--- config.mk ---
export PLATFORM = sky130hd
export DESIGN_NAME = next_permutation_engine
export DESIGN_NICKNAME = d
export VERILOG_FILES = /design/src/hdl/npe_pkg.sv /design/src/hdl/next_permutation_engine.sv /design/src/hdl/npe_dpath.sv /design/src/hdl/npe_ctrl.sv
export SDC_FILE = /design/constraint.sdc
export NUM_CORES = 1
export LEC_CHECK = 0
export ABC_CLOCK_PERIOD_IN_PS = 5400
export BUFFER_PORTS_ARGS = -buffer_cell sky130_fd_sc_hd__buf_4
export CORE_MARGIN = 3
export CORE_UTILIZATION = 41
export CTS_CLUSTER_DIAMETER = 40
export DETAILED_ROUTE_END_ITERATION = 16
export GPL_ROUTABILITY_DRIVEN = 0
export SKIP_CTS_REPAIR_TIMING = 1
export SLEW_MARGIN = 20
export SYNTH_ARGS = -nofsm -noshare
export SYNTH_HDL_FRONTEND = slang
export SYNTH_HIERARCHICAL = 1
export SYNTH_SLANG_ARGS = --single-unit
--- constraint.sdc ---
create_clock -name clk -period 5.4 [get_ports clk]
set_input_delay 1.08 -clock clk [delete_from_list [all_inputs] [get_ports clk]]
set_output_delay 1.08 -clock clk [all_outputs]
set_load 0.005 [all_outputs]
--- src/hdl/npe_pkg.sv ---
// Shared types and sizing for the next-permutation engine.
// Used by npe_ctrl, npe_dpath and next_permutation_engine; depends on nothing.
package npe_pkg;

	localparam int MAX_LEN    = 16;
	localparam int ELEM_WIDTH = 32;
	localparam int IDX_W      = (MAX_LEN > 1) ? $clog2(MAX_LEN) : 1;
	localparam int CNT_W      = $clog2(MAX_LEN + 1);

	typedef struct packed {
		logic signed [ELEM_WIDTH-1:0] element;
		logic                         final_item;
	} in_beat_t;

	typedef struct packed {
		logic signed [ELEM_WIDTH-1:0] out_element;
		logic                         out_final;
		logic                         wrapped;
		logic                         overflowed;
	} out_beat_t;

	// Controller to datapath commands.
	typedef struct packed {
		logic load;        // store an accepted beat
		logic dec;         // step the scan index left
		logic latch_prev;  // keep the right neighbor of the next read
		logic set_pivot;   // capture pivot index and value
		logic find_start;  // restart the scan at the rightmost element
		logic set_wrap;    // no pivot: emit ascending
		logic set_j;       // capture swap partner index
		logic emit_start;  // clear the emit counter
		logic emit_rd;     // read one output element
		logic emit_adv;    // advance the emit counter
		logic finish;      // sequence done, clear count and flags
	} npe_cmd_t;

	// Datapath to controller status.
	typedef struct packed {
		logic first_elem;  // store empty: an arriving final beat makes a single element
		logic scan_lt;     // left element smaller than its right neighbor
		logic idx_zero;    // scan index at the leftmost element
		logic find_hit;    // swap partner found
		logic emit_last;   // current output beat is the last
	} npe_stat_t;

endpackage

--- src/hdl/next_permutation_engine.sv ---
// Top level of the next-permutation engine: controller plus datapath.
// Depends on npe_pkg, npe_ctrl and npe_dpath.
//
// Usage:
//   Input channel: drive item and raise start; a beat is taken at each rising
//   edge with start high and busy low. Beats without final_item only store
//   the element (one per cycle, busy stays low). Up to MAX_LEN elements are
//   kept; later ones are dropped and overflowed is reported on the output.
//   The beat with final_item set ends the sequence (it is stored or dropped
//   like any other) and busy rises for the whole permutation pass.
//   Result channel: one beat per stored element, left to right, each present
//   for exactly one cycle with strobe high. out_final marks the last beat;
//   wrapped marks a sequence that was already greatest and is returned in
//   ascending order. The receiver cannot stall: take every strobed beat.
// The pivot scan reads the elements right to left through the single
//   registered read port of the element memory; the partner search then
//   walks from the rightmost element toward the pivot; emission reads one
//   element per result beat. busy drops in the cycle after the last result
//   beat.
// Reset: arst_n clears the controller, the element count and the flags;
//   the element memory holds no reset value and needs none.
module next_permutation_engine import npe_pkg::*; (
	input  logic      clk,
	input  logic      arst_n,
	input  logic      start,
	output logic      busy,
	input  in_beat_t  item,
	output logic      strobe,
	output out_beat_t result
);

	npe_cmd_t  cmd;
	npe_stat_t stat;

	// Sequence the load, scan, search and emit phases.
	npe_ctrl u_ctrl (
		.clk        (clk),
		.arst_n     (arst_n),
		.start      (start),
		.final_item (item.final_item),
		.stat       (stat),
		.cmd        (cmd),
		.busy       (busy),
		.strobe     (strobe)
	);

	// Hold the elements and build each output beat.
	npe_dpath u_dpath (
		.clk    (clk),
		.arst_n (arst_n),
		.item   (item),
		.cmd    (cmd),
		.stat   (stat),
		.result (result)
	);

	// A result beat only appears during a permutation pass.
	a_strobe_busy: assert property (@(posedge clk) disable iff (!arst_n)
		strobe |-> busy)
		else $error("result beat outside a pass");

	// The last result beat returns the block to loading.
	a_final_idle: assert property (@(posedge clk) disable iff (!arst_n)
		(strobe && result.out_final) |=> !busy)
		else $error("block still busy after the last beat");

	// A non-final beat never starts a pass.
	a_load_idle: assert property (@(posedge clk) disable iff (!arst_n)
		(start && !busy && !item.final_item) |=> (!busy && !strobe))
		else $error("pass started without a final beat");

	// Two result beats never follow back to back.
	a_strobe_gap: assert property (@(posedge clk) disable iff (!arst_n)
		strobe |=> !strobe)
		else $error("result beats too close");

endmodule

--- src/hdl/npe_dpath.sv ---
// Datapath of the next-permutation engine: element memory, scan registers,
// output address generation. Depends on npe_pkg.
module npe_dpath import npe_pkg::*; (
	input  logic      clk,
	input  logic      arst_n,
	input  in_beat_t  item,
	input  npe_cmd_t  cmd,
	output npe_stat_t stat,
	output out_beat_t result
);

	logic signed [ELEM_WIDTH-1:0] mem [MAX_LEN];
	logic signed [ELEM_WIDTH-1:0] rd_q, prev_q, pval_q;
	logic [CNT_W-1:0] cnt_q, n_q;
	logic [IDX_W-1:0] idx_q, pivot_q, j_q, k_q;
	logic             ovf_q, wrap_q;
	logic             sub_s1, last_s1;

	logic [CNT_W-1:0] new_n;
	logic             has_room;
	logic [IDX_W-1:0] emit_addr, rd_addr;
	logic             emit_sub;

	assign has_room = (cnt_q < CNT_W'(MAX_LEN));
	assign new_n    = has_room ? (cnt_q + CNT_W'(1)) : cnt_q;

	always_comb begin
		if (wrap_q) begin
			emit_addr = IDX_W'(n_q - CNT_W'(1) - CNT_W'(k_q));
		end else if (k_q < pivot_q) begin
			emit_addr = k_q;
		end else if (k_q == pivot_q) begin
			emit_addr = j_q;
		end else begin
			emit_addr = IDX_W'({1'b0, n_q} + (CNT_W+1)'(pivot_q) - (CNT_W+1)'(k_q));
		end
	end

	// Reversed suffix: the slot of the swap partner now holds the pivot value.
	assign emit_sub = !wrap_q && (k_q > pivot_q) && (emit_addr == j_q);
	assign rd_addr  = cmd.emit_rd ? emit_addr : idx_q;

	always_ff @(posedge clk) begin
		if (cmd.load && has_room) begin
			mem[IDX_W'(cnt_q)] <= item.element;
		end
		rd_q <= mem[rd_addr];
	end

	always_ff @(posedge clk) begin
		if (cmd.latch_prev) begin
			prev_q <= rd_q;
		end
		if (cmd.set_pivot) begin
			pval_q <= rd_q;
		end
		if (cmd.emit_rd) begin
			sub_s1  <= emit_sub;
			last_s1 <= (CNT_W'(k_q) + CNT_W'(1) == n_q);
		end
	end

	always_ff @(posedge clk or negedge arst_n) begin
		if (!arst_n) begin
			cnt_q   <= '0;
			n_q     <= '0;
			ovf_q   <= 1'b0;
			wrap_q  <= 1'b0;
			idx_q   <= '0;
			pivot_q <= '0;
			j_q     <= '0;
			k_q     <= '0;
		end else begin
			if (cmd.load) begin
				cnt_q <= new_n;
				if (!has_room) begin
					ovf_q <= 1'b1;
				end
				if (item.final_item) begin
					n_q   <= new_n;
					idx_q <= IDX_W'(new_n - CNT_W'(1));
				end
			end
			if (cmd.dec) begin
				idx_q <= idx_q - IDX_W'(1);
			end
			if (cmd.set_pivot) begin
				pivot_q <= idx_q;
			end
			if (cmd.find_start) begin
				idx_q <= IDX_W'(n_q - CNT_W'(1));
			end
			if (cmd.set_wrap) begin
				wrap_q <= 1'b1;
			end
			if (cmd.set_j) begin
				j_q <= idx_q;
			end
			if (cmd.emit_start) begin
				k_q <= '0;
			end else if (cmd.emit_adv) begin
				k_q <= k_q + IDX_W'(1);
			end
			if (cmd.finish) begin
				cnt_q  <= '0;
				ovf_q  <= 1'b0;
				wrap_q <= 1'b0;
			end
		end
	end

	assign stat.first_elem = (cnt_q == '0);
	assign stat.scan_lt    = (rd_q < prev_q);
	assign stat.idx_zero   = (idx_q == '0);
	assign stat.find_hit   = (rd_q > pval_q) || (idx_q == pivot_q + IDX_W'(1));
	assign stat.emit_last  = last_s1;

	assign result.out_element = sub_s1 ? pval_q : rd_q;
	assign result.out_final   = last_s1;
	assign result.wrapped     = wrap_q;
	assign result.overflowed  = ovf_q;

endmodule

--- src/hdl/npe_ctrl.sv ---
// Controller of the next-permutation engine: load, pivot scan, partner
// search and emission sequencing. Depends on npe_pkg.
module npe_ctrl import npe_pkg::*; (
	input  logic      clk,
	input  logic      arst_n,
	input  logic      start,
	input  logic      final_item,
	input  npe_stat_t stat,
	output npe_cmd_t  cmd,
	output logic      busy,
	output logic      strobe
);

	typedef enum logic [2:0] {
		ST_LOAD,
		ST_SCAN_A,
		ST_SCAN_B,
		ST_SCAN_C,
		ST_FIND_B,
		ST_FIND_C,
		ST_EMIT_RD,
		ST_EMIT_OUT
	} state_t;

	state_t state_q, state_d;

	always_comb begin
		state_d = state_q;
		cmd     = '0;
		case (state_q)
			ST_LOAD: begin
				if (start) begin
					cmd.load = 1'b1;
					if (final_item) begin
						if (stat.first_elem) begin
							cmd.set_wrap   = 1'b1;
							cmd.emit_start = 1'b1;
							state_d        = ST_EMIT_RD;
						end else begin
							state_d = ST_SCAN_A;
						end
					end
				end
			end
			ST_SCAN_A: begin
				cmd.dec = 1'b1;
				state_d = ST_SCAN_B;
			end
			ST_SCAN_B: begin
				cmd.latch_prev = 1'b1;
				state_d        = ST_SCAN_C;
			end
			ST_SCAN_C: begin
				if (stat.scan_lt) begin
					cmd.set_pivot  = 1'b1;
					cmd.find_start = 1'b1;
					state_d        = ST_FIND_B;
				end else if (stat.idx_zero) begin
					cmd.set_wrap   = 1'b1;
					cmd.emit_start = 1'b1;
					state_d        = ST_EMIT_RD;
				end else begin
					cmd.dec = 1'b1;
					state_d = ST_SCAN_B;
				end
			end
			ST_FIND_B: begin
				state_d = ST_FIND_C;
			end
			ST_FIND_C: begin
				if (stat.find_hit) begin
					cmd.set_j      = 1'b1;
					cmd.emit_start = 1'b1;
					state_d        = ST_EMIT_RD;
				end else begin
					cmd.dec = 1'b1;
					state_d = ST_FIND_B;
				end
			end
			ST_EMIT_RD: begin
				cmd.emit_rd = 1'b1;
				state_d     = ST_EMIT_OUT;
			end
			ST_EMIT_OUT: begin
				if (stat.emit_last) begin
					cmd.finish = 1'b1;
					state_d    = ST_LOAD;
				end else begin
					cmd.emit_adv = 1'b1;
					state_d      = ST_EMIT_RD;
				end
			end
			default: begin
				state_d = ST_LOAD;
			end
		endcase
	end

	always_ff @(posedge clk or negedge arst_n) begin
		if (!arst_n) begin
			state_q <= ST_LOAD;
		end else begin
			state_q <= state_d;
		end
	end

	assign busy   = (state_q != ST_LOAD);
	assign strobe = (state_q == ST_EMIT_OUT);

endmodule
==> flow_metrics.py <==
metrics = {
    "outcome": {
        "status": "completed",
    },
    "synthesis": {
        "synth_warnings": 6,
        "synth-async-reset-ratio": 0.0484,
        "synth-edff-count": 578,
        "yosysUniqueCellTypes": 72,
        "synth_top_area_frac": 0.629,
        "syn_inst": 1805,
        "synthTopCellsByArea": "edfxtp_1, mux2_2, mux2i_1, ha_1, o211ai_1",
        "ys_seq_area_frac": 0.680,
        "synth_area_mm2": 0.0276,
        "synth_area_leader_cell": "edfxtp_1",
        "ys_ff_latch": 641,
        "synth.avg_cell_area_um2": 15.3,
        "syn_nets": 1927,
        "synth_top_flop_cell": "edfxtp_1",
    },
    "power_and_ir_drop": {
        "netSwitchingPower_w": 0.00726,
        "leakagePower_nw": 11.9,
        "p_seq_frac": 0.320,
        "irDropWorstVdd_mv": 0.448,
        "power.density_mw_per_mm2": 628,
        "p_int_w": 0.0130,
        "clkPwrFrac": 0.295,
        "swShare": 0.359,
        "comb_power_share": 0.385,
    },
    "setup_path": {
        "cp_max_fo": 11,
        "r2r-start": "u_dpath/rd_q[25]$_DFF_P_",
        "crit_end": "u_dpath/idx_q[3]$_DFFE_PN0P_",
        "cp_cell_sequence": "ha_1, a21o_1, a21o_1, a21o_1, a211oi_1, o21ai_0, a31oi_1, nor2_1, o31ai_1, a21oi_1, o21a_1, nand2b_1, o21ai_0, and3_1, xor2_1, o21ai_0, o21ai_0, o21ai_0",
        "critical_path_buf_inv_count": 0,
        "start_kind": "register",
        "r2r-end": "u_dpath/idx_q[3]$_DFFE_PN0P_",
        "crit_cells": 18,
        "regToRegSetupSlack_ns": 1.26,
        "path_delay_family": "compound AO/OA/AOI/OAI gates",
        "cpPeakStageDelay_ns": 0.56,
        "crit_slowest_cell": "dfxtp_1",
        "crit_start": "u_dpath/rd_q[25]$_DFF_P_",
        "worst_ep_required_time_ns": 5.94,
        "cp_common_cell": "o21ai_0",
        "crit_path_end_kind": "register",
        "worstPathArrival_ns": 4.68,
        "worstRegToRegCells": 18,
        "critPathKind": "reg -> reg",
    },
    "clock_tree": {
        "cts.clk_slew.worst_paths_ns": 0.05,
        "cts_tree": "done",
        "clock-sinks": 641,
        "htree_levels": 3,
        "clk_latency_ns": 0.62,
        "cts_max_path_buffers": 3,
        "numCtsBuffers": 92,
        "cts_root_buffer": "clkbuf_16",
    },
    "global_route": {
        "grt_pass1_wl_mm": 94.6,
        "antenna_found_initial": 6,
        "grt_max_degree": 98,
        "grt-ovfl-total": 0,
        "track_usage": 0.178,
        "first_global_vias": 15500,
    },
    "worst_hold_path": {
        "min_path_type": "in -> async",
    },
    "flow_run": {
        "drv_cap": 0,
    },
    "layout": {
        "synthToLayoutAreaGrowth_pct": 16.9,
        "drive_gt1_frac": 0.230,
        "final_common_cell": "edfxtp_1",
        "fillerInstances": 5569,
        "final-seq-area_mm2": 0.0188,
        "finish.instance_area_mm2": 0.0323,
        "mostFrequentLayoutCells": "edfxtp_1, nand2_1, mux2_2",
        "multi_input_area_mm2": 0.00801,
        "fin_nets": 2043,
    },
    "placement": {
        "dp_hpwl_mm": 36.8,
        "placed_area_mm2": 0.0291,
        "port_buffers": 72,
    },
    "sta": {
        "fin_skew_ns": 0.0180,
        "relSlewSlack": 0.291,
        "worstMarginPinSlew_ns": 1.06,
        "finalMaxSlewViolations": 0,
        "period_share": 0.767,
        "fmax_mhz": 242,
        "rsz0062_at_grt": "false",
        "period_needed_ns": 4.14,
        "hold_viol_final": 0,
        "setup_viol": 0,
        "tns_ns": 0,
    },
    "detailed_routing": {
        "num_vias": 15200,
        "wirelength_mm": 62.4,
        "detail-route-antenna-nets": 0,
        "firstDrtPassIters": 5,
        "drc": 0,
        "wl_per_cell_um": 21.7,
        "drt-initial-drc-count": 993,
        "avgViaCountPerCell": 5.30,
    },
    "die": {
        "core-area_mm2": 0.0662,
        "die-area_mm2": 0.0705,
        "pin_count": 73,
        "fp-row-count": 94,
        "start_util": 0.417,
        "die_height_um": 266,
        "die_w_um": 266,
    },
}
==> cell usage after synthesis, drive strengths merged (13+ instances only) <==
cell type  count
nand4         50
nor2          54
o21ai         30
clkbuf        18
xnor2         18
dfrtp         31
xor2          13
a21o          17
dfxtp         32
mux2i        132
mux2         165
edfxtp       578
ha            82
o211ai       130
a21oi         35
inv           88
nand2        157
buf           70
==> power by group through the flow <==
stage / clock [W] / combinational [W] / sequential (W)
global placement: 0 / 0.00778 / 0.00657
finish: 0.00597 / 0.00779 / 0.00649
detailed placement: 0 / 0.00787 / 0.00659
CTS: 0.00610 / 0.00790 / 0.00649
floorplan: 0 / 0.00613 / 0.00626
global route: 0.00633 / 0.00861 / 0.00655
==> kinds of logic (layout without fill, tap and decap cells) <==
kind of cell,Yosys count,in the layout,synth area share
flip-flops,641,641,0.680
AND/OR/NAND/NOR,324,324,0.0564
multiplexers,297,297,0.115
AO/OA/AOI/OAI,246,246,0.0633
buffers and inverters,180,375,0.0350
adder cells (fa/ha/maj),86,86,0.0401
XOR/XNOR,31,31,0.0101
other,0,5,0
==> layout make-up <==
class                           instances  share of cell area
Tap cell                              864              0.0335
Inverter                               88              0.0102
Sequential cell                       641               0.582
Antenna cell                            5            0.000388
Clock inverter                         69              0.0241
Multi-Input combinational cell        984               0.248
Clock buffer                          104              0.0731
Timing Repair Buffer                  114              0.0288
==> through the flow <==
stage,hold WS [ns],setup WS (ns),total power [W],utilization,instances
after floorplan,0.439,1.09,0.0124,-,1805
after global placement,0.497,1.38,0.0144,0.440,2691
after detailed placement,0.498,1.29,0.0145,0.440,2691
after CTS,0.388,1.27,0.0205,0.487,2864
after global routing,0.416,0.956,0.0215,0.487,2865
final,0.408,1.26,0.0203,0.487,2869
==> worst register-to-register path, cell delays in order (launching register included) <==
cell,delay (ns)
dfxtp_1,0.56
ha_1,0.32
a21o_1,0.16
a21o_1,0.17
a21o_1,0.17
a211oi_1,0.25
o21ai_0,0.12
a31oi_1,0.20
nor2_1,0.06
o31ai_1,0.53
a21oi_1,0.17
o21a_1,0.34
nand2b_1,0.16
o21ai_0,0.11
and3_1,0.24
xor2_1,0.16
o21ai_0,0.13
o21ai_0,0.08
o21ai_0,0.14
==> flip-flops by register name, indices dropped and copies added (netlist names) <==
signal,count
u_dpath/idx_q,4
u_dpath/pval_q,32
u_dpath/cnt_q,5
u_dpath/prev_q,32
u_dpath/pivot_q,4
u_dpath/k_q,4
u_dpath/j_q,4
u_dpath/rd_q,32
u_dpath/n_q,5
u_ctrl/state_q,3
u_dpath/wrap_q,1
u_dpath/last_s1,1
u_dpath/mem,512
u_dpath/sub_s1,1
u_dpath/ovf_q,1
==> routing by layer <==
layer / track usage / vias up / wire (um)
met5: 0 / - / 0
met3: 0.0342 / 91 / 3050
li1: - / 7148 / -
met1: 0.235 / 7631 / 27700
met4: 0.0577 / 0 / 1330
met2: 0.298 / 327 / 30300
==> worst min-delay path by stage <==
stage                                        end  slack, ns  cells past startpoint
finish              u_dpath/cnt_q[4]$_DFFE_PN0P_       0.41                      1
global route        u_dpath/cnt_q[3]$_DFFE_PN0P_       0.42                      1
CTS                   u_dpath/wrap_q$_DFFE_PN0P_       0.39                      1
detailed placement     u_dpath/ovf_q$_DFFE_PN0P_       0.50                      2
global placement       u_dpath/ovf_q$_DFFE_PN0P_       0.50                      2
floorplan            u_dpath/prev_q[0]$_DFFE_PP_       0.44                      0
No activity file was read; power rests on OpenSTA's default activity.
